`src/hdl/wnaf_pkg.sv`:
```
// Shared types and constants for the width-w NAF scalar recoder.
// No dependencies; every other file in hdl/ imports this package.
`default_nettype none

package wnaf_pkg;

   // Fixed widths of the request fields.
   localparam int WORD_W = 64;
   localparam int IDX_W  = 2;

   // The scalar is always four request words wide; the two-bit index covers exactly those four words.
   localparam int SCALAR_BITS = 256;

   // The word index whose request completes the scalar and starts recoding.
   localparam logic [IDX_W-1:0] IDX_START = 2'd3;

   // Sequencer states of the top level.
   typedef enum logic [1:0] {
      ST_IDLE,
      ST_SCAN,
      ST_FINISH
   } state_type;

   // Status that the bit-serial scanner reports for the current position.
   typedef struct packed {
      logic found;   // a nonzero digit starts at the current position
      logic at_end;  // the current position is the last one of the scan
   } scan_status_type;

endpackage

`default_nettype wire

```
`src/hdl/wnaf_req_if.sv`:
```
// Request and response channel interfaces of the NAF recoder.
// Depends on wnaf_pkg for the fixed request field widths.
`default_nettype none

interface wnaf_req_if;
   import wnaf_pkg::*;

   logic                valid;
   logic                ready;
   logic [WORD_W-1:0]   scalar_word;
   logic [IDX_W-1:0]    word_index;

   modport source (output valid, output scalar_word, output word_index, input ready);
   modport sink   (input valid, input scalar_word, input word_index, output ready);
endinterface

interface wnaf_rsp_if #(
   parameter int POS_W  = 9,
   parameter int WINDOW = 5
);
   logic                      valid;
   logic                      ready;
   logic [POS_W-1:0]          digit_position;
   logic signed [WINDOW-1:0]  digit_value;
   logic [POS_W-1:0]          top;
   logic                      empty_res;
   logic                      last;

   modport source (output valid, output digit_position, output digit_value, output top,
                   output empty_res, output last, input ready);
   modport sink   (input valid, input digit_position, input digit_value, input top,
                   input empty_res, input last, output ready);
endinterface

`default_nettype wire

```
`src/hdl/wnaf_scalar_recoder_core.sv`:
```
// Top level of the width-w NAF scalar recoder: word store, sequencer,
// one-digit holding stage and response register. Uses wnaf_pkg, the channel
// interfaces and wnaf_scan.
`default_nettype none

// Channel  | Direction | Carries
// ---------+-----------+-----------------------------------------------------
// req_bus  | in        | scalar_word, word_index (index 3 starts recoding)
// rsp_bus  | out       | digit_position, digit_value, top, empty_res, last
//
// Requests with index 0 to 2 only store their word. A starting request loads
// the scanner, which steps through bit positions 0 to SCALAR_BITS in wnaf_scan,
// one position per step; the sequencer then sends the final response. Reset
// is synchronous and clears the control state only; stored words are
// undefined until written. A found digit waits in a holding stage until the
// next digit or the end of the scan shows whether it is the last; the scan
// holds while that stage cannot move into an occupied response register.

module wnaf_scalar_recoder_core #(
   parameter int WINDOW = 5
) (
   input  wire logic   clock,
   input  wire logic   reset,
   wnaf_req_if.sink    req_bus,
   wnaf_rsp_if.source  rsp_bus
);
   import wnaf_pkg::*;

   localparam int NWORDS      = SCALAR_BITS / WORD_W;
   localparam int STORE_DEPTH = (NWORDS < 3) ? NWORDS : 3;
   localparam int POS_W       = $clog2(SCALAR_BITS + 2);

   state_type                 state_ff, state_in;
   logic                      req_acc;
   logic                      start;
   logic [WORD_W-1:0]         store_ff [STORE_DEPTH];
   logic [SCALAR_BITS-1:0]    load_data;

   scan_status_type           status;
   logic [POS_W-1:0]          scan_pos;
   logic [WINDOW-1:0]         scan_digit;
   logic                      scan_step;

   logic                      pend_valid_ff;
   logic [POS_W-1:0]          pend_pos_ff;
   logic signed [WINDOW-1:0]  pend_digit_ff;

   logic                      out_free;
   logic                      out_load;
   logic                      rsp_valid_ff;
   logic [POS_W-1:0]          out_pos_ff, out_pos_in;
   logic signed [WINDOW-1:0]  out_digit_ff, out_digit_in;
   logic [POS_W-1:0]          out_top_ff, out_top_in;
   logic                      out_empty_ff, out_empty_in;
   logic                      out_last_ff, out_last_in;

   // Request handshake: new words are taken whenever no scalar is in flight.
   assign req_bus.ready = (state_ff == ST_IDLE);
   assign req_acc       = req_bus.valid && req_bus.ready;
   assign start         = req_acc && (req_bus.word_index == IDX_START);

   // Word store and the parallel load of the scanner; the starting word goes
   // straight into the scanner, words above index 3 cannot be loaded.
   for (genvar k = 0; k < NWORDS; k++) begin : g_word
      if (k < STORE_DEPTH) begin : g_store
         always_ff @(posedge clock) begin
            if (req_acc && (req_bus.word_index == IDX_W'(k))) begin
               store_ff[k] <= req_bus.scalar_word;
            end
         end
         assign load_data[k*WORD_W +: WORD_W] = store_ff[k];
      end else if (k == 3) begin : g_direct
         assign load_data[k*WORD_W +: WORD_W] = req_bus.scalar_word;
      end else begin : g_zero
         assign load_data[k*WORD_W +: WORD_W] = '0;
      end
   end

   wnaf_scan #(
      .WINDOW      (WINDOW),
      .SCALAR_BITS (SCALAR_BITS)
   ) u_scan (
      .clock      (clock),
      .reset      (reset),
      .load       (start),
      .load_data  (load_data),
      .step       (scan_step),
      .status     (status),
      .scan_pos   (scan_pos),
      .scan_digit (scan_digit)
   );

   assign out_free = !rsp_valid_ff || rsp_bus.ready;

   // Sequencer next state.
   always_comb begin
      state_in = state_ff;
      case (state_ff)
         ST_IDLE: begin
            if (start) begin
               state_in = ST_SCAN;
            end
         end
         ST_SCAN: begin
            if (scan_step && status.at_end) begin
               state_in = ST_FINISH;
            end
         end
         ST_FINISH: begin
            if (out_free) begin
               state_in = ST_IDLE;
            end
         end
         default: begin
            state_in = ST_IDLE;
         end
      endcase
   end

   // Sequencer outputs: scan enable and the response to load.
   always_comb begin
      scan_step    = 1'b0;
      out_load     = 1'b0;
      out_pos_in   = pend_pos_ff;
      out_digit_in = pend_digit_ff;
      out_top_in   = '0;
      out_empty_in = 1'b0;
      out_last_in  = 1'b0;
      case (state_ff)
         ST_SCAN: begin
            // A new digit pushes the held one out, which needs a free register.
            scan_step = !(status.found && pend_valid_ff) || out_free;
            out_load  = scan_step && status.found && pend_valid_ff;
         end
         ST_FINISH: begin
            out_load    = out_free;
            out_last_in = 1'b1;
            if (pend_valid_ff) begin
               out_top_in = POS_W'(pend_pos_ff + 1'b1);
            end else begin
               // Zero scalar: a single empty response.
               out_pos_in   = '0;
               out_digit_in = '0;
               out_empty_in = 1'b1;
            end
         end
         default: begin
         end
      endcase
   end

   always_ff @(posedge clock) begin
      if (reset) begin
         state_ff <= ST_IDLE;
      end else begin
         state_ff <= state_in;
      end
   end

   // Holding stage for the most recent digit.
   always_ff @(posedge clock) begin
      if (reset) begin
         pend_valid_ff <= 1'b0;
      end else if (start) begin
         pend_valid_ff <= 1'b0;
      end else if (scan_step && status.found) begin
         pend_valid_ff <= 1'b1;
      end else if ((state_ff == ST_FINISH) && out_free) begin
         pend_valid_ff <= 1'b0;
      end
   end

   always_ff @(posedge clock) begin
      if (scan_step && status.found) begin
         pend_pos_ff   <= scan_pos;
         pend_digit_ff <= $signed(scan_digit);
      end
   end

   // Response register.
   always_ff @(posedge clock) begin
      if (reset) begin
         rsp_valid_ff <= 1'b0;
      end else if (out_load) begin
         rsp_valid_ff <= 1'b1;
      end else if (rsp_bus.ready) begin
         rsp_valid_ff <= 1'b0;
      end
   end

   always_ff @(posedge clock) begin
      if (out_load) begin
         out_pos_ff   <= out_pos_in;
         out_digit_ff <= out_digit_in;
         out_top_ff   <= out_top_in;
         out_empty_ff <= out_empty_in;
         out_last_ff  <= out_last_in;
      end
   end

   assign rsp_bus.valid          = rsp_valid_ff;
   assign rsp_bus.digit_position = out_pos_ff;
   assign rsp_bus.digit_value    = out_digit_ff;
   assign rsp_bus.top            = out_top_ff;
   assign rsp_bus.empty_res      = out_empty_ff;
   assign rsp_bus.last           = out_last_ff;

   // A response is never written over one that is still waiting.
   a_no_overwrite: assert property (@(posedge clock) disable iff (reset)
      out_load |-> out_free)
      else $error("response register overwritten while stalled");

   // Every real digit is odd.
   a_odd_digit: assert property (@(posedge clock) disable iff (reset)
      rsp_valid_ff && !out_empty_ff |-> out_digit_ff[0])
      else $error("even digit sent");

   // The final digit response carries its own position plus one as top.
   a_top_match: assert property (@(posedge clock) disable iff (reset)
      rsp_valid_ff && out_last_ff && !out_empty_ff |->
         out_top_ff == POS_W'(out_pos_ff + 1'b1))
      else $error("top does not follow the last digit");

   // The empty response is final and carries no digit.
   a_empty_form: assert property (@(posedge clock) disable iff (reset)
      rsp_valid_ff && out_empty_ff |->
         out_last_ff && (out_pos_ff == '0) && (out_digit_ff == '0) && (out_top_ff == '0))
      else $error("malformed empty response");

endmodule

`default_nettype wire

```
`src/hdl/wnaf_scan.sv`:
```
// Bit-serial NAF digit scanner: a shift register of the scalar, a carry bit
// and a skip counter. Depends on wnaf_pkg for the status struct.
`default_nettype none

module wnaf_scan #(
   parameter int WINDOW      = 5,
   parameter int SCALAR_BITS = 256
) (
   input  wire logic                          clock,
   input  wire logic                          reset,
   input  wire logic                          load,
   input  wire logic [SCALAR_BITS-1:0]        load_data,
   input  wire logic                          step,
   output wnaf_pkg::scan_status_type          status,
   output logic [$clog2(SCALAR_BITS+2)-1:0]   scan_pos,
   output logic [WINDOW-1:0]                  scan_digit
);
   import wnaf_pkg::*;

   localparam int POS_W  = $clog2(SCALAR_BITS + 2);
   localparam int SKIP_W = $clog2(WINDOW);

   logic [SCALAR_BITS-1:0] bits_ff, bits_in;
   logic                   carry_ff, carry_in;
   logic [SKIP_W-1:0]      skip_ff, skip_in;
   logic [POS_W-1:0]       pos_ff, pos_in;
   logic [WINDOW-1:0]      window;
   logic                   cur_bit;

   // The pending carry enters at the current position. When the current bit
   // is set after the carry, the carry only fills bit 0 of the window, so an
   // OR forms the window value without an adder.
   assign cur_bit = bits_ff[0] ^ carry_ff;
   assign window  = bits_ff[WINDOW-1:0] | {{(WINDOW-1){1'b0}}, carry_ff};

   // A window above half range reads as a negative digit in two's complement,
   // which is the window bits themselves; that case leaves a carry upward.
   assign status.found  = (skip_ff == '0) && cur_bit;
   assign status.at_end = (pos_ff == POS_W'(SCALAR_BITS));
   assign scan_pos      = pos_ff;
   assign scan_digit    = window;

   // Next state of the scanner: a parallel load, or a step by one position.
   always_comb begin
      bits_in  = bits_ff;
      carry_in = carry_ff;
      skip_in  = skip_ff;
      pos_in   = pos_ff;
      if (load) begin
         bits_in  = load_data;
         carry_in = 1'b0;
         skip_in  = '0;
         pos_in   = '0;
      end else if (step) begin
         bits_in = {1'b0, bits_ff[SCALAR_BITS-1:1]};
         pos_in  = pos_ff + 1'b1;
         if (skip_ff != '0) begin
            // Positions covered by a digit are zero; the carry waits above them.
            skip_in = skip_ff - 1'b1;
         end else if (cur_bit) begin
            skip_in  = SKIP_W'(WINDOW - 1);
            carry_in = window[WINDOW-1];
         end else begin
            // Bit and carry both set give a zero bit and pass the carry on.
            carry_in = bits_ff[0] & carry_ff;
         end
      end
   end

   // Control registers.
   always_ff @(posedge clock) begin
      if (reset) begin
         carry_ff <= 1'b0;
         skip_ff  <= '0;
         pos_ff   <= '0;
      end else begin
         carry_ff <= carry_in;
         skip_ff  <= skip_in;
         pos_ff   <= pos_in;
      end
   end

   // Scalar shift register.
   always_ff @(posedge clock) begin
      bits_ff <= bits_in;
   end

   // A digit always leaves a run of zero positions behind it.
   a_no_adjacent: assert property (@(posedge clock) disable iff (reset)
      step && !load && status.found |=> !status.found)
      else $error("two digits found in adjacent positions");

   // A skipped position never changes the pending carry.
   a_skip_carry: assert property (@(posedge clock) disable iff (reset)
      step && !load && (skip_ff != '0) |=> $stable(carry_ff))
      else $error("carry changed inside a digit window");

   // A load restarts the scan at position zero without a carry.
   a_load_clear: assert property (@(posedge clock) disable iff (reset)
      load |=> (pos_ff == '0) && !carry_ff)
      else $error("scan did not restart after load");

endmodule

`default_nettype wire
```
`src/flat_wrapper.sv`:
```
// flat-port wrapper written by rule: the top's interface ports become plain ports
module wnaf_scalar_recoder_core_flat import wnaf_pkg::*;
#(
   parameter int WINDOW = 5
)
  (clock, reset, req_bus_valid, req_bus_scalar_word, req_bus_word_index, req_bus_ready, rsp_bus_valid, rsp_bus_digit_position, rsp_bus_digit_value, rsp_bus_top, rsp_bus_empty_res, rsp_bus_last, rsp_bus_ready);
  wnaf_req_if req_bus_i ();
  wnaf_rsp_if #(.WINDOW(WINDOW)) rsp_bus_i ();
  input  wire logic clock;
  input  wire logic reset;
  input wire logic [$bits(req_bus_i.valid)-1:0] req_bus_valid;
  input wire logic [$bits(req_bus_i.scalar_word)-1:0] req_bus_scalar_word;
  input wire logic [$bits(req_bus_i.word_index)-1:0] req_bus_word_index;
  output wire logic [$bits(req_bus_i.ready)-1:0] req_bus_ready;
  output wire logic [$bits(rsp_bus_i.valid)-1:0] rsp_bus_valid;
  output wire logic [$bits(rsp_bus_i.digit_position)-1:0] rsp_bus_digit_position;
  output wire logic [$bits(rsp_bus_i.digit_value)-1:0] rsp_bus_digit_value;
  output wire logic [$bits(rsp_bus_i.top)-1:0] rsp_bus_top;
  output wire logic [$bits(rsp_bus_i.empty_res)-1:0] rsp_bus_empty_res;
  output wire logic [$bits(rsp_bus_i.last)-1:0] rsp_bus_last;
  input wire logic [$bits(rsp_bus_i.ready)-1:0] rsp_bus_ready;
  assign req_bus_i.valid = req_bus_valid;
  assign req_bus_i.scalar_word = req_bus_scalar_word;
  assign req_bus_i.word_index = req_bus_word_index;
  assign req_bus_ready = req_bus_i.ready;
  assign rsp_bus_valid = rsp_bus_i.valid;
  assign rsp_bus_digit_position = rsp_bus_i.digit_position;
  assign rsp_bus_digit_value = rsp_bus_i.digit_value;
  assign rsp_bus_top = rsp_bus_i.top;
  assign rsp_bus_empty_res = rsp_bus_i.empty_res;
  assign rsp_bus_last = rsp_bus_i.last;
  assign rsp_bus_i.ready = rsp_bus_ready;
  wnaf_scalar_recoder_core #(.WINDOW(WINDOW)) u_core (.clock(clock), .reset(reset), .req_bus(req_bus_i), .rsp_bus(rsp_bus_i));
endmodule
```
`config.mk`:
```
export PLATFORM = sky130hd
export DESIGN_NAME = wnaf_scalar_recoder_core_flat
export DESIGN_NICKNAME = d
export VERILOG_FILES = /design/src/hdl/wnaf_pkg.sv /design/src/hdl/wnaf_req_if.sv /design/src/hdl/wnaf_scalar_recoder_core.sv /design/src/hdl/wnaf_scan.sv /design/src/flat_wrapper.sv
export SDC_FILE = /design/constraint.sdc
export NUM_CORES = 1
export LEC_CHECK = 0
export CAP_MARGIN = 20
export CORE_ASPECT_RATIO = 1.25
export CORE_MARGIN = 4
export CORE_UTILIZATION = 55
export CTS_CLUSTER_SIZE = 24
export DETAILED_ROUTE_END_ITERATION = 12
export DONT_BUFFER_PORTS = 1
export PLACE_DENSITY_LB_ADDON = 0.3
export SLEW_MARGIN = 20
export SYNTH_ARGS = -nofsm -noshare
export SYNTH_HDL_FRONTEND = slang
export SYNTH_SLANG_ARGS = --single-unit
```
`constraint.sdc`:
```
create_clock -name clock -period 9.6 [get_ports clock]
set_input_delay 1.92 -clock clock [delete_from_list [all_inputs] [get_ports clock]]
set_output_delay 1.92 -clock clock [all_outputs]
set_load 0.1 [all_outputs]
```
* Word-level counts from Yosys, hierarchy flattened
Memory sizes are Yosys's and may differ from the RTL's.
Cells that the tools add are included.
** Storage, ports and cells
- Memories :: 1
- RAM bits :: 192
- Bits in read-only memories :: 0
- Latch bits :: 0
- Logic and storage cells :: 95
- Flip-flop bits (word level) :: 312
- Input port bits :: 70
** Memory list
- u_core.store_ff :: depth 3, width 64, rd ports 3, clocked after Yosys merged registers in 0, wr ports 1, line wnaf_scalar_recoder_core.sv:36 : logic [WORD_W-1:0] store_ff [STORE_DEPTH];
** Cells by class
- Order comparisons :: 0
- Divide/modulo/power cells :: 0
- Shift operators :: 0
- Multipliers :: 0
- Equal/unequal tests :: 9
- Mux-type cells :: 33
- $add $sub $neg :: 3
- Bitwise logic cells :: 4
- Reduce and logical (&&, ||, !) cells :: 31
** Operators by type and width (count)
- 256-bit 2-to-1 mux :: 2
- 64-bit 2-to-1 mux :: 2
- 64-bit OR reduction :: 2
- 9-bit by 1-bit adder with 9-bit output (second input constant) :: 2
- 9-bit 2-to-1 mux :: 2
- 1-bit 2-to-1 mux :: 16
- 1-bit logical AND :: 12
- 2-bit 2-to-1 mux :: 5
- 5-bit 2-to-1 mux :: 2
- 9-bit == test (second input constant) :: 1
- 2-bit nonzero test :: 4
- 2-bit == test (second input constant) :: 3
- 3-bit 2-to-1 mux :: 2
- 2-bit one-hot mux with 3 select lines :: 1
- 2-bit AND reduction :: 3
- 5-bit by 1-bit bitwise OR with 5-bit output :: 1
- 2-bit by 1-bit == test with 1-bit output (second input constant) :: 2
- 2-bit zero test :: 2
- 2-bit by 1-bit inequality test with 1-bit output (second input constant) :: 2
- 3-bit zero test :: 1
- 3-bit AND reduction :: 1
- 3-bit nonzero test :: 1
- 3-bit by 1-bit subtractor with 3-bit output (second input constant) :: 1
- 1-bit zero test :: 2
- other kinds (7) :: 8

* Longest topological paths before layout
- Word-level depth :: 9
- Depth in mapped cells :: 8

* Hierarchy
A second synthesis with hierarchy kept.
** Unflattened totals
- Cells, all modules :: 938
- Area total of the unflattened synthesis :: 18950.7 um2
** Modules (own cells, without submodules)
- wnaf_scan :: sequential area each 7947.6 um2, instances 1, cells an instance 625, area an instance 11446.0 um2
- wnaf_scalar_recoder_core :: sequential area each 7016.7 um2, instances 1, cells an instance 313, area an instance 7504.7 um2

* Worst setup path before layout
Ideal clock, no wire load.
- Path kind :: input-to-reg
- Start point :: in req_bus_word_index[1]
- End point :: reg u_core.u_scan.bits_ff[0], enable pin
- Setup slack :: 0.790 ns
- Setup time :: 1.965 ns
- Data arrival time :: 6.845 ns
- Cell stages on the path :: 4
- Required time :: 7.635 ns
- Path through :: nand4_1 clkbuf_1 clkbuf_1 nand2_1
** Between the ends
- Word-level cells in the longest chain between the ends :: 3
** Ends and longest elaborated chain
- from (decl) :: line flat_wrapper.sv:13 : input wire logic [$bits(req_bus_i.word_index)-1:0] req_bus_word_index;
- 2-bit == test :: line wnaf_scalar_recoder_core.sv:60 : assign start = req_acc && (req_bus.word_index == IDX_START);
- 1-bit logical AND :: line wnaf_scalar_recoder_core.sv:60
- 2-bit nonzero test (no source line)
- to (signal assigned) :: line wnaf_scan.sv:85 : bits_ff <= bits_in;
- to (decl) :: line wnaf_scan.sv:23 : logic [SCALAR_BITS-1:0] bits_ff, bits_in;
Every way passes these cells.
A chain may end at the register's enable or synchronous reset.

* Worst setup path after layout
- Start point :: in rsp_bus_ready
- End point :: reg u_core.u_scan.bits_ff[20], enable pin
** Between the ends
- Word-level cells in the longest chain between the ends :: 4
** Ends and longest elaborated chain
- from (decl) :: line flat_wrapper.sv:21 : input wire logic [$bits(rsp_bus_i.ready)-1:0] rsp_bus_ready;
- 1-bit logical OR :: line wnaf_scalar_recoder_core.sv:93 : assign out_free = !rsp_valid_ff || rsp_bus.ready;
- 1-bit logical OR :: line wnaf_scalar_recoder_core.sv:132 : scan_step = !(status.found && pend_valid_ff) || out_free;
- 1-bit 2-to-1 mux :: line wnaf_scalar_recoder_core.sv:129 : case (state_ff)
- 2-bit nonzero test (no source line)
Every way passes these cells.

==> results.json <==
{
  "outcome": "finished clean",
  "io_pins": 97,
  "die_y_um": 215.9,
  "start_util": 0.5612,
  "grt_usage": 0.1678,
  "gp_congestion": 0.7971,
  "rows": 75,
  "antenna_cells": 0,
  "power_frac_clock": 0.321,
  "pwr-share-comb": 0.117,
  "setup-violations-final": 0,
  "postCtsResizedCells": 0,
  "clk_pin_slew_ns": 0.06,
  "finClkSkew_ns": 0.01732,
  "power.leakage_nw": 7.958,
  "drt_iter0_markers": 864,
  "dp_hpwl_um": 17180,
  "clkLatencyLatePin_ns": 0.55,
  "finalPower_w": 0.005479,
  "numCtsBuffers": 46,
  "yosys_most_used_dff": "edfxtp_1",
  "synth_edf_count": 487,
  "powerDensity_nw_per_um2": 261.4,
  "vias_per_cell": 5.153,
  "grt_pass1_wl_um": 51920,
  "rsz0062_at_grt": "no",
  "drt_first_pass_iters": 5,
  "cp.required_ns": 9.77,
  "wl_per_cell_um": 16.15,
  "drt-total-wl_um": 31790,
  "final_max_slew_viol_count": 0,
  "syn_area_per_cell_um2": 12.93,
  "yosys_warnings": 0,
  "ys_ff_latch": 504,
  "dieArea_um2": 37630,
  "die_x_um": 174.3,
  "port_buffers": 0,
  "switching_power_w": 0.001319,
  "tns_ns": 0,
  "grt_max_degree": 257,
  "cap_violations": 0,
  "hold_violations": 0,
  "arrival_ns": 4.25,
  "coreArea_um2": 33880,
  "via_count": 10140,
  "final.period_utilization": 0.4248,
  "cts_sinks": 504,
  "drc": 0,
  "syn_to_final_growth_pct": 10.26,
  "ys_types": 41,
  "finish.net_count": 1548,
  "grt_pass1_vias": 10140,
  "htreeDepth": 2,
  "clock-root-buffer": "clkbuf_16",
  "p_sw_frac": 0.2407,
  "p_int_w": 0.004160,
  "crit_path_start_kind": "input port",
  "drive_gt1_frac": 0.05910,
  "max_slew.worst_pin.slew_ns": 1.015,
  "cts_setup_buffers": 0,
  "antenna_found_initial": 0,
  "fin_area_um2": 20960,
  "hold_path_class": "reg2reg",
  "worstSetupEndpointType": "register",
  "relSlewSlack": 0.3232,
  "cp_max_fo": 84,
  "clock_path_buffers": 3,
  "cts_tree": "built",
  "seq_power_share": 0.562,
  "worst-setup-path-type": "in2reg",
  "grt_overflow_total": 0,
  "fmax_mhz": 245.2,
  "ir_drop_mv": 0.1913,
  "ant_nets": 0,
  "fin_crit_ns": 4.078,
  "netlist_area_um2": 19010,
  "syn-num-nets": 1548,
  "synth-seq-area-share": 0.7871,
  "async_flop_share": 0,
  "postCtsHoldBufs": 0,
  "synthCells": 1470,
  "placed_cell_area_um2": 19460
}
## power by group through the flow
stage,registers (W),logic (W),clock network [W]
floorplan,0.00320,0.000488,0
CTS,0.00309,0.000652,0.00180
global route,0.00311,0.000742,0.00191
finish,0.00308,0.000641,0.00176
detailed placement,0.00313,0.000645,0
global placement,0.00312,0.000624,0
## state kept, by name, summed over array words and instances (netlist names), 3 cells and up
register,flops
u_core.u_scan.bits_ff,256
u_core.store_ff,192
u_core.pend_pos_ff,9
u_core.rsp_bus.digit_position,9
u_core.rsp_bus.top,9
u_core.u_scan.scan_pos,9
u_core.pend_digit_ff,5
u_core.rsp_bus.digit_value,5
u_core.u_scan.skip_ff,3
## synthesized netlist by cell type, types with 2 or more instances
cell | instances | area, um2
nand2_1 | 779 | 2924
edfxtp_1 | 487 | 14620
clkbuf_1 | 35 | 131.4
buf_2 | 25 | 125.1
dfxtp_1 | 17 | 340.3
and2_1 | 16 | 100.1
a21oi_1 | 13 | 65.06
inv_1 | 11 | 41.29
nor2_1 | 11 | 41.29
o21ai_0 | 10 | 50.05
ha_1 | 8 | 100.1
nand3_1 | 7 | 35.03
xor2_1 | 7 | 61.31
or3_1 | 4 | 25.02
and3_1 | 3 | 18.77
nand2b_1 | 3 | 18.77
nor3b_1 | 3 | 22.52
o2111ai_1 | 3 | 26.28
and4_1 | 2 | 17.52
mux2i_1 | 2 | 20.02
nor3_1 | 2 | 10.01
or3_2 | 2 | 15.01
xnor2_1 | 2 | 17.52
## worst max-delay path, stage by stage
cell      delay [ns]
nand3b_2        0.23
o21ai_0         0.22
nand2_4         0.42
buf_6           0.64
buf_4           0.71
## layout make-up
cell class	count	area, um2
flip-flops and latches	504	14960
fillers	2537	12910
multi-input cells	894	3769
clock buffers	65	1336
well taps	462	578.1
repair buffers	13	141.4
clock inverters	19	132.6
inverters	11	41.29
## logic make-up after synthesis
logic type      Yosys count  share of synthesized area
flops                   504                     0.7871
simple gates            839                     0.1729
compound gates           36                    0.01329
mux                       2                   0.001053
xor+xnor                  9                   0.004146
fa+ha+maj                 8                   0.005265
buf+inv                  72                    0.01626
## placed cells by master, fill, tap and decap left out, drive strengths merged, types with 6 or more instances in the layout
master and count:
a21oi 13, and2 16, buf 13, clkbuf 65, clkinv 17, dfxtp 17, edfxtp 487, ha 8
inv 11, nand2 779, nand3 7, nor2 11, o21ai 10, or3 6, xor2 7
## path summary, 6_finish.rpt
check	startpoint	endpoint	slack (ns)	cells past startpoint
worst min register to register	u_core.u_scan.bits_ff[2]	u_core.pend_digit_ff[2]	0.45	0
worst min-delay path	u_core.u_scan.bits_ff[2]	u_core.pend_digit_ff[2]	0.45	0
worst max-delay path	rsp_bus_ready	u_core.u_scan.bits_ff[20]	5.52	5
worst max register to register	u_core.u_scan.carry_ff	u_core.u_scan.bits_ff[20]	5.95	7
## through the flow
step | cells | worst slack, ns | hold slack [ns] | utilization
after floorplan | 1470 | 0.7905 | 0.4262 | -
after detailed placement | 1883 | 4.679 | 0.4446 | 0.5744
final | 1968 | 5.522 | 0.4531 | 0.6188
after global routing | 1968 | 5.331 | 0.4726 | 0.6188
after global placement | 1883 | 4.706 | 0.4377 | 0.5743
after CTS | 1967 | 5.244 | 0.4559 | 0.6178
## routing by layer
| layer | wire [um] | vias up | global-route usage |
|---|---|---|---|
| li1 | - | 4977 | - |
| met1 | 13770 | 4897 | 0.2269 |
| met2 | 15410 | 211 | 0.2744 |
| met3 | 1902 | 57 | 0.03973 |
| met4 | 701 | 0 | 0.05070 |
| met5 | 0 | - | 0 |
(Power assumes the default switching activity.)
